### config.mk
export PLATFORM = sky130hd
export DESIGN_NAME = bounded_ordered_list_top
export DESIGN_NICKNAME = d
export VERILOG_FILES = /design/src/bol_pkg.sv /design/src/bol_cell.sv /design/src/bounded_ordered_list_top.sv
export SDC_FILE = /design/constraint.sdc
export NUM_CORES = 2
export LEC_CHECK = 0
export BUFFER_PORTS_ARGS = -buffer_cell sky130_fd_sc_hd__buf_2
export CAP_MARGIN = 20
export CORE_MARGIN = 5
export CORE_UTILIZATION = 45
export CTS_BUF_LIST = sky130_fd_sc_hd__clkbuf_2
export DETAILED_ROUTE_END_ITERATION = 16
export MAX_ROUTING_LAYER = met4
export RECOVER_POWER = 25
export SLEW_MARGIN = 10
export SYNTH_ARGS = -nofsm -noshare
export SYNTH_HDL_FRONTEND = slang
export SYNTH_HIERARCHICAL = 1
export SYNTH_SLANG_ARGS = --single-unit
### constraint.sdc
create_clock -name clk -period 7 [get_ports clk]
set_input_delay 0.7 -clock clk [delete_from_list [all_inputs] [get_ports clk]]
set_output_delay 0.7 -clock clk [all_outputs]
set_load 0.02 [all_outputs]
### src/bol_pkg.sv
// shared types and codes for the bounded ordered list
package bol_pkg;

    // widest index or count the cell row ever needs (capacity up to 127)
    localparam int unsigned CTL_W = 7;

    typedef enum logic [2:0] {
        MODE_PUSH_FRONT = 3'd0,
        MODE_PUSH_BACK  = 3'd1,
        MODE_POP_BACK   = 3'd2,
        MODE_INSERT     = 3'd3,
        MODE_ERASE      = 3'd4,
        MODE_DUMP       = 3'd5
    } mode_t;

    typedef enum logic [1:0] {
        STATUS_OK     = 2'd0,
        STATUS_EMPTY  = 2'd1,
        STATUS_BADPOS = 2'd2,
        STATUS_FULL   = 2'd3
    } status_t;

    typedef enum logic [1:0] {
        CELL_HOLD,
        CELL_INSERT,
        CELL_ERASE,
        CELL_ROTATE
    } cell_op_t;

    typedef enum logic {
        ST_IDLE,
        ST_DUMP
    } state_t;

    typedef struct packed {
        mode_t              mode;
        logic [3:0]         position;
        logic signed [31:0] value_in;
    } req_t;

    typedef struct packed {
        status_t            status;
        logic signed [31:0] value_out;
        logic               last;
        logic [4:0]         count;
    } rsp_t;

    // broadcast to every cell in the row
    typedef struct packed {
        cell_op_t           op;
        logic [CTL_W-1:0]   pos;
        logic [CTL_W-1:0]   count;
        logic signed [31:0] value;
    } cell_ctl_t;

endpackage

### src/bol_cell.sv
// one list entry of the cell row, shifting or rotating with its neighbours
module bol_cell
    import bol_pkg::*;
#(
    parameter int unsigned INDEX = 0
)
(
    input  logic               clk,
    input  cell_ctl_t          ctl,
    input  logic signed [31:0] left_data,
    input  logic signed [31:0] right_data,
    input  logic signed [31:0] head_data,
    output logic signed [31:0] data
);

    localparam logic [CTL_W-1:0] IDX = CTL_W'(INDEX);

    logic signed [31:0] data_reg;
    logic signed [31:0] data_next;

    // select the new entry value from the broadcast operation
    always_comb
    begin
        data_next = data_reg;
        case (ctl.op)
            CELL_HOLD:
            begin
                data_next = data_reg;
            end
            CELL_INSERT:
            begin
                if (IDX > ctl.pos)
                begin
                    data_next = left_data;
                end
                else if (IDX == ctl.pos)
                begin
                    data_next = ctl.value;
                end
            end
            CELL_ERASE:
            begin
                if (IDX >= ctl.pos)
                begin
                    data_next = right_data;
                end
            end
            CELL_ROTATE:
            begin
                if (IDX + 1'b1 < ctl.count)
                begin
                    data_next = right_data;
                end
                else if (IDX + 1'b1 == ctl.count)
                begin
                    data_next = head_data;
                end
            end
            default:
            begin
                data_next = data_reg;
            end
        endcase
    end

    // entry payload, no reset needed
    always_ff @(posedge clk)
    begin
        data_reg <= data_next;
    end

    assign data = data_reg;

endmodule

### src/bounded_ordered_list_top.sv
// top level: request decode, dump sequencer and the row of list cells
// an edit request gives its single response, registered, in the cycle after acceptance
// throughput: one edit request per cycle while responses are taken and no dump is running
// a dump of n entries rotates them out of cell 0, one entry per cycle while responses are taken
// the dump rotation over the first n cells leaves the list in its original order
// reset: asynchronous active-low, list empty, entry values undefined until written
module bounded_ordered_list_top
    import bol_pkg::*;
#(
    parameter int unsigned CAPACITY = 16
)
(
    input  logic clk,
    input  logic rst_n,
    input  logic req_valid,
    output logic req_stall,
    input  req_t req,
    output logic rsp_valid,
    input  logic rsp_stall,
    output rsp_t rsp
);

    localparam int unsigned CW = $clog2(CAPACITY + 1);
    localparam int unsigned PW = (CW > 4) ? CW : 4;

    state_t             state_reg;
    state_t             state_next;
    logic [CW-1:0]      count_reg;
    logic [CW-1:0]      count_next;
    logic [CW-1:0]      idx_reg;
    logic [CW-1:0]      idx_next;
    logic               rsp_valid_reg;
    logic               rsp_valid_next;
    rsp_t               rsp_reg;
    rsp_t               rsp_next;
    cell_ctl_t          ctl;
    logic               accept;
    logic               slot_free;
    logic               dump_step;
    logic               pos_ok;
    logic               full;
    logic               dump_start;
    logic signed [31:0] cell_data [CAPACITY];

    assign slot_free  = !rsp_valid_reg || !rsp_stall;
    assign req_stall  = !((state_reg == ST_IDLE) && slot_free);
    assign accept     = req_valid && !req_stall;
    assign dump_step  = (state_reg == ST_DUMP) && slot_free;
    assign pos_ok     = PW'(req.position) < PW'(count_reg);
    assign full       = count_reg == CW'(CAPACITY);
    assign dump_start = accept && (req.mode == MODE_DUMP) && (count_reg != '0);

    // next state
    always_comb
    begin
        state_next = state_reg;
        case (state_reg)
            ST_IDLE:
            begin
                if (dump_start)
                begin
                    state_next = ST_DUMP;
                end
            end
            ST_DUMP:
            begin
                if (dump_step && (idx_reg + 1'b1 == count_reg))
                begin
                    state_next = ST_IDLE;
                end
            end
            default:
            begin
                state_next = ST_IDLE;
            end
        endcase
    end

    // request decode, cell control and response
    always_comb
    begin
        ctl            = '{op: CELL_HOLD, pos: '0, count: CTL_W'(count_reg),
                           value: req.value_in};
        count_next     = count_reg;
        idx_next       = idx_reg;
        rsp_valid_next = rsp_valid_reg && rsp_stall;
        rsp_next       = rsp_reg;
        if (accept)
        begin
            rsp_next = '{status: STATUS_OK, value_out: '0, last: 1'b1, count: '0};
            idx_next = '0;
            case (req.mode)
                MODE_PUSH_FRONT:
                begin
                    if (full)
                    begin
                        rsp_next.status = STATUS_FULL;
                    end
                    else
                    begin
                        ctl.op     = CELL_INSERT;
                        count_next = count_reg + 1'b1;
                    end
                end
                MODE_PUSH_BACK:
                begin
                    if (full)
                    begin
                        rsp_next.status = STATUS_FULL;
                    end
                    else
                    begin
                        ctl.op     = CELL_INSERT;
                        ctl.pos    = CTL_W'(count_reg);
                        count_next = count_reg + 1'b1;
                    end
                end
                MODE_POP_BACK:
                begin
                    if (count_reg == '0)
                    begin
                        rsp_next.status = STATUS_EMPTY;
                    end
                    else
                    begin
                        count_next = count_reg - 1'b1;
                    end
                end
                MODE_INSERT:
                begin
                    if (!pos_ok)
                    begin
                        rsp_next.status = STATUS_BADPOS;
                    end
                    else if (full)
                    begin
                        rsp_next.status = STATUS_FULL;
                    end
                    else
                    begin
                        ctl.op     = CELL_INSERT;
                        ctl.pos    = CTL_W'(req.position);
                        count_next = count_reg + 1'b1;
                    end
                end
                MODE_ERASE:
                begin
                    if (!pos_ok)
                    begin
                        rsp_next.status = STATUS_BADPOS;
                    end
                    else
                    begin
                        ctl.op     = CELL_ERASE;
                        ctl.pos    = CTL_W'(req.position);
                        count_next = count_reg - 1'b1;
                    end
                end
                MODE_DUMP:
                begin
                    if (count_reg == '0)
                    begin
                        rsp_next.status = STATUS_EMPTY;
                    end
                end
                default:
                begin
                    rsp_next.status = STATUS_OK;
                end
            endcase
            rsp_next.count = 5'(count_next);
            rsp_valid_next = !dump_start;
        end
        else if (dump_step)
        begin
            ctl.op         = CELL_ROTATE;
            idx_next       = idx_reg + 1'b1;
            rsp_valid_next = 1'b1;
            rsp_next       = '{status: STATUS_OK, value_out: cell_data[0],
                               last: (idx_reg + 1'b1 == count_reg),
                               count: 5'(count_reg)};
        end
    end

    // control registers
    always_ff @(posedge clk or negedge rst_n)
    begin
        if (!rst_n)
        begin
            state_reg     <= ST_IDLE;
            count_reg     <= '0;
            idx_reg       <= '0;
            rsp_valid_reg <= 1'b0;
        end
        else
        begin
            state_reg     <= state_next;
            count_reg     <= count_next;
            idx_reg       <= idx_next;
            rsp_valid_reg <= rsp_valid_next;
        end
    end

    // response payload
    always_ff @(posedge clk)
    begin
        rsp_reg <= rsp_next;
    end

    assign rsp_valid = rsp_valid_reg;
    assign rsp       = rsp_reg;

    // row of list cells, cell 0 at the front
    for (genvar i = 0; i < CAPACITY; i++)
    begin : g_cell
        bol_cell #(
            .INDEX (i)
        ) u_cell (
            .clk        (clk),
            .ctl        (ctl),
            .left_data  (cell_data[(i == 0) ? 0 : i - 1]),
            .right_data (cell_data[(i == CAPACITY - 1) ? i : i + 1]),
            .head_data  (cell_data[0]),
            .data       (cell_data[i])
        );
    end

`ifndef SYNTHESIS
    // occupancy never exceeds the capacity
    a_count_bound: assert property (@(posedge clk) disable iff (!rst_n)
        count_reg <= CW'(CAPACITY))
        else $error("list count above capacity");

    // dump index stays inside the list
    a_dump_idx: assert property (@(posedge clk) disable iff (!rst_n)
        (state_reg == ST_DUMP) |-> (idx_reg < count_reg))
        else $error("dump index beyond list");

    // no request taken while a dump is running
    a_dump_stall: assert property (@(posedge clk) disable iff (!rst_n)
        (state_reg == ST_DUMP) |-> req_stall)
        else $error("request accepted during dump");

    // an edit request always gives a response in the next cycle
    a_edit_rsp: assert property (@(posedge clk) disable iff (!rst_n)
        (accept && (req.mode != MODE_DUMP)) |=> (rsp_valid_reg && rsp_reg.last))
        else $error("edit request without response");
`endif

endmodule

After elaboration in Yosys (flattened, before gate mapping)
Index checks and enable logic that the tools add are counted.
{"block": "totals", "reg_bits": 564, "input_bits": 43, "out_inout_bits": 42, "word_cells": 327}
{"block": "op_classes", "n_addsub": 3, "n_lt_le_gt_ge": 48, "n_eq_ne": 89, "mux": 123, "bitwise": 3, "n_reduce_logical": 37}
{"operator": "32-bit 2-to-1 mux", "count": 78}
{"operator": "32-bit case mux with 3 select lines", "count": 15}
{"operator": "3-bit by 1-bit != test with 1-bit output (second input constant)", "count": 29}
{"operator": "40-bit 2-to-1 mux", "count": 2}
{"operator": "32-bit case mux with 2 select lines", "count": 1}
{"operator": "4-bit AND reduction", "count": 15}
{"operator": "4-bit by 7-bit equality test with 1-bit output (first input constant)", "count": 8}
{"operator": "4-bit by 7-bit > comparator with 1-bit output (first input constant)", "count": 8}
{"operator": "4-bit by 7-bit >= comparator with 1-bit output (first input constant)", "count": 7}
{"operator": "4-bit by 5-bit equality test with 1-bit output (first input constant)", "count": 8}
{"operator": "4-bit by 5-bit < comparator with 1-bit output (first input constant)", "count": 8}
{"operator": "2-bit by 1-bit != test with 1-bit output (second input constant)", "count": 18}
{"operator": "5-bit 2-to-1 mux", "count": 6}
{"operator": "3-bit by 7-bit equality test with 1-bit output (first input constant)", "count": 4}
{"operator": "3-bit by 7-bit >= comparator with 1-bit output (first input constant)", "count": 4}
{"operator": "3-bit by 7-bit > comparator with 1-bit output (first input constant)", "count": 4}
{"operator": "7-bit case mux with 3 select lines", "count": 1}
{"operator": "3-bit by 5-bit equality test with 1-bit output (first input constant)", "count": 4}
{"operator": "3-bit by 5-bit < comparator with 1-bit output (first input constant)", "count": 4}
{"operator": "5-bit case mux with 4 select lines", "count": 1}
{"operator": "9-bit 2-to-1 mux", "count": 2}
{"operator": "8-bit 2-to-1 mux", "count": 2}
{"operator": "2-bit case mux with 4 select lines", "count": 2}
{"operator": "2-bit by 7-bit equality test with 1-bit output (first input constant)", "count": 2}
{"operator": "other kinds (37)", "count": 70}

Logic depth before layout (Yosys ltp)
{"block": "logic_depth", "depth_word": 9, "ltp_mapped": 15, "depth_no_buf": 12}

Cells and area by module
The synthesis kept the hierarchy.
{"mod": "bol_cell (g_cell[13].u_cell)", "n_inst": 1, "cells_per_inst": 274, "area_each_um2": 2721.4, "seq_area_each_um2": 960.9}
{"mod": "bounded_ordered_list_top", "n_inst": 1, "cells_per_inst": 332, "area_each_um2": 2690.1, "seq_area_each_um2": 1171.1}
{"mod": "bol_cell (g_cell[12].u_cell)", "n_inst": 1, "cells_per_inst": 237, "area_each_um2": 2665.1, "seq_area_each_um2": 960.9}
{"mod": "bol_cell (g_cell[5].u_cell)", "n_inst": 1, "cells_per_inst": 247, "area_each_um2": 2516.2, "seq_area_each_um2": 960.9}
{"mod": "bol_cell (g_cell[3].u_cell)", "n_inst": 1, "cells_per_inst": 246, "area_each_um2": 2511.2, "seq_area_each_um2": 960.9}
{"mod": "bol_cell (g_cell[8].u_cell)", "n_inst": 1, "cells_per_inst": 242, "area_each_um2": 2461.1, "seq_area_each_um2": 960.9}
{"mod": "bol_cell (g_cell[9].u_cell)", "n_inst": 1, "cells_per_inst": 235, "area_each_um2": 2374.8, "seq_area_each_um2": 960.9}
{"mod": "bol_cell (g_cell[15].u_cell)", "n_inst": 1, "cells_per_inst": 239, "area_each_um2": 2341.0, "seq_area_each_um2": 960.9}
{"mod": "bol_cell (g_cell[14].u_cell)", "n_inst": 1, "cells_per_inst": 194, "area_each_um2": 2301.0, "seq_area_each_um2": 960.9}
{"mod": "bol_cell (g_cell[7].u_cell)", "n_inst": 1, "cells_per_inst": 234, "area_each_um2": 2248.4, "seq_area_each_um2": 960.9}
{"mod": "bol_cell (g_cell[11].u_cell)", "n_inst": 1, "cells_per_inst": 189, "area_each_um2": 2135.8, "seq_area_each_um2": 960.9}
{"mod": "bol_cell (g_cell[10].u_cell)", "n_inst": 1, "cells_per_inst": 152, "area_each_um2": 2102.0, "seq_area_each_um2": 960.9}
{"mod": "bol_cell (g_cell[4].u_cell)", "n_inst": 1, "cells_per_inst": 150, "area_each_um2": 2094.5, "seq_area_each_um2": 960.9}
{"mod": "bol_cell (g_cell[1].u_cell)", "n_inst": 1, "cells_per_inst": 150, "area_each_um2": 2088.3, "seq_area_each_um2": 960.9}
{"mod": "+3 rows"}

Worst setup path before layout
OpenSTA, ideal clock, no wires.
{"block": "synth_timing", "path_type": "flip-flop to flip-flop", "from": "register count_reg[3]", "to": "register g_cell[5].u_cell.data_reg[0] (enable)", "setup_time_ps": 470, "arrival_time_ps": 6584, "t_required_ps": 6530, "slack_ps": -54, "path_stages_with_launch": 13, "n_path_buf": 2, "period_less_slack_ps": 7054, "cell_sequence": "dfrtp_1 -> clkinv_1 -> ha_1 -> and3b_1 -> a2111oi_2 -> o21a_2 -> and2_1 -> nand2_1 -> nand2_1 -> clkbuf_1 -> clkbuf_1 -> a21oi_1 -> o31ai_1"}
{"element": "start, declared", "line_no": "bounded_ordered_list_top.sv:28", "rtl": "logic [CW-1:0] count_reg;"}
{"element": "start signal, assigned", "line_no": "bounded_ordered_list_top.sv:198", "rtl": "count_reg <= count_next;"}
{"element": "end signal, assigned", "line_no": "bol_cell.sv:69", "rtl": "data_reg <= data_next;"}
{"element": "end, declared", "line_no": "bol_cell.sv:18", "rtl": "logic signed [31:0] data_reg;"}

==> metrics.txt <==
DR iter-0 viols=4392; FILL cells=around 8200; Max-slew headroom=-79.19%; htree depth=4; Post-Syn Area=slightly below 40000 µm²; CP max FO=63; mux cell area share after synthesis=between 10% and 20%; ys flop type=edfxtp_1; crit-path cells=inv_1, ha_1, a2111oi_2, o21a_2, and2_0, nand2_1, nand2_4, buf_12, nand2_1, o21ai_0, buf_4; Hold/Removal Path Class=in -> reg; TritonCTS clock tree=built; critical path data required time=between 8000 and 9000 ps; RSZ-0062 raised after global routing=no; top-area cell type share of the netlist area=approximately two fifths; Setup CP Type=reg -> reg; grt total ovfl=0; wire length of the first global-routing pass=between 200000 and 250000 µm; Cell variety after synth=between 90 and 100; Starting Density=roughly 45%; Clock Path Buffers=3; Power Density=around 360 nW/µm²; synth warn=6; core area=86480 µm²; Syn-to-layout area delta=7.727%; post-synthesis simple-gate area fraction=13.45%; Post-Route WL=137600 µm; Final setup viols=0; failing checks=max-capacitance violations, max-slew violations; Vias/cell=between 6 and 7; worst slew pin tran=2688 ps; met3 global-route usage=roughly 5.8%; CP arrival=between 6000 and 7000 ps; Crit-path slowest cell=o21ai_0; grt peak-use layer=met2; most area-consuming cells after synthesis=edfxtp_1, mux2i_1, a32oi_1, o21ai_0, nand3_1; CP startpoint=count_reg[2]$_DFFE_PN0P_; largest net degree at the start of global routing=~180; routed wire length per instance=between 20 and 30 µm; fin nets=3800; Die Height=between 300 and 400 µm; Mapped Cells=3667; CP most frequent cell=nand2_1; DRC violations left=0; Post-Layout Cell Count=between 5000 and 6000; met2 Usage GRT=42.83%; Storage cell area=~17000 µm²; area of the multi-input gates=between 20000 and 25000 µm²; DIE AREA=between 90000 and 100000 µm²; CTS buffer count=around 160; fin crit period=around 5800 ps; Synth Area in Adders=less than 1%; Global Route Usage Sum=~29%; async set-reset flop share out of synthesis=around 2.1%; worst path buffer plus inverter count=3; Final Hold Vio Count=0; Die X=304.7 µm; # rows=roughly 110; Seq cells post-synth=approximately 560; Compound-Gate Fraction of Synth Area=~25%; Post-CTS Setup Inserts=0; initial antenna violation count=4; # IOs=85; CP endpoint kind=flop; FMAX=roughly 0.17 GHz; number of flip-flops in the largest register=512; IO Port Bufs=between 80 and 90; 1st-pass router iterations=8; largest family of logic cells by synthesized area=compound AO/OA/AOI/OAI gates; Total Power=between 15 and 20 mW; RePlAce Congestion=0.8762; Top delay family on crit path=compound AO/OA/AOI/OAI gates; Max IR drop VDD=roughly 0.31 mV; clock transition at the registers of the reported paths=approximately 110 ps; launch point of the worst reg-to-reg path=count_reg[2]$_DFFE_PN0P_; Syn Area/Cell=between 10 and 15 µm²; post-placement cell count=4683; cell taking the most area after synthesis=edfxtp_1; setup TNS=0 ps; clock root buffer master=clkbuf_2; Tcrit/Tclk final=approximately 82%; Slew Limit Fails=164; number of synthesized flops with an enable pin=roughly 520; share of cells above drive strength 1=18.11%; Worst Hold Launch=req[32]; met1 usage=around two fifths; post-synthesis xor/xnor area fraction=0.2466%; Clock Skews=~110 ps; maxcap violations=8; crit-path max cell delay=1530 ps; Vias=~35000; post-synthesis sequential area ratio=a little over two fifths; DP Wirelength=84930 µm; number of global-route vias before repair=around 34000; # clock sinks=~560; DRT antenna net count=0; cell leakage power=~15 nW; CP startpoint kind=flop; Clk Latency, worst-skew pair=~1500 ps; status=complete, but fails checks
[cell usage after synthesis (59+ instances only)]
cell and count:
a211oi_1 87, a21oi_1 133, a22oi_1 59, a31oi_1 107, a32oi_1 147, a41oi_1 97, buf_2 73, buf_6 61
clkbuf_1 231, edfxtp_1 519, mux2i_1 449, nand2_1 138, nand3_1 175, nor2_1 89, nor3_1 107, nor3b_1 66
o21ai_0 194, o21ai_1 173, o31ai_2 61
[logic make-up (layout without fill, tap and decap cells)]
group	Yosys count	count (layout)
compound gates	1331	1331
simple gates	832	832
flops	564	564
buf+inv	470	589
mux	450	450
xor+xnor	11	11
fa+ha+maj	8	8
other cells	1	105
[worst paths after layout]
check | endpoint | slack [ps] | cells past startpoint
setup reg to reg | g_cell[0].u_cell/data[8]$_DFFE_PP_ | 1230 | 11
min in group asynchronous | count_reg[2]$_DFFE_PN0P_ | 420 | 3
max in group asynchronous | idx_reg[0]$_DFFE_PN0P_ | 6140 | 3
hold reg to reg | rsp[16]$_SDFFE_PP0P_ | 460 | 2
setup / recovery | g_cell[0].u_cell/data[8]$_DFFE_PP_ | 1230 | 11
hold / removal | rsp[39]$_DFFE_PP_ | 220 | 6
[cell type report]
cell class	instances	share of cell area, %
repair buffers	244	4.444
clock buffers	250	2.972
multi-input cells	2729	48.64
clock inverters	48	0.7401
inverters	47	0.4191
flip-flops and latches	564	39.31
well taps	1155	3.433
diodes	8	0.04756
[power by group]
group          switching, mW  total [mW]  internal (mW)
combinational           4.30        6.46           2.16
sequential             0.872        6.05           5.17
clock                   1.65        2.72           1.08
total                   6.82        15.2           8.41
[per-layer routing]
metal,vias to the layer above,part of all wire (%)
li1,15020,-
met3,366,9.1
met4,0,3.4
met5,-,0
met1,17280,43
met2,1913,44
[through the flow]
| step | worst slack [ps] | hold slack [ps] | utilization, % | cell area [µm²] |
|---|---|---|---|---|
| after global routing | 906.6 | 167.1 | 48.66 | 42080 |
| after global placement | 2226 | 440.0 | 46.22 | 39980 |
| after floorplan | 331.4 | 404.4 | - | 39440 |
| after CTS | 2100 | 26.00 | 48.62 | 42050 |
| after detailed placement | 2120 | 447.6 | 46.27 | 40020 |
| final | 1230 | 224.8 | 48.67 | 42090 |
[timing repair]
action | 4_1_cts | 5_1_grt
hold buffers | 47 | 0
resized for setup | 0 | 0
endpoints found under the hold margin | 544 | 0
setup endpoints to repair | 0 | 0
[cell usage in the layout (no fill, tap or decap), types with 87 or more instances in the layout]
cell type,netlist,final
o21ai_1,173,162
a21oi_1,133,132
a31oi_1,107,107
buf_4,12,94
mux2i_1,449,449
a211oi_1,87,87
nand3_1,175,174
o21ai_0,194,197
conb_1,1,97
a41oi_1,97,97
edfxtp_1,519,519
nand2_1,138,133
a32oi_1,147,147
clkbuf_2,4,250
nor3_1,107,106
[worst reg2reg max path: cells and delay by family, from the launching register on]
family          cells  cell delay [ps]
compound gates      3             2090
simple gates        4              890
fa+ha+maj           1              280
flops               1              890
buf+inv             3             1150
Power figures use the tool's default switching activity.
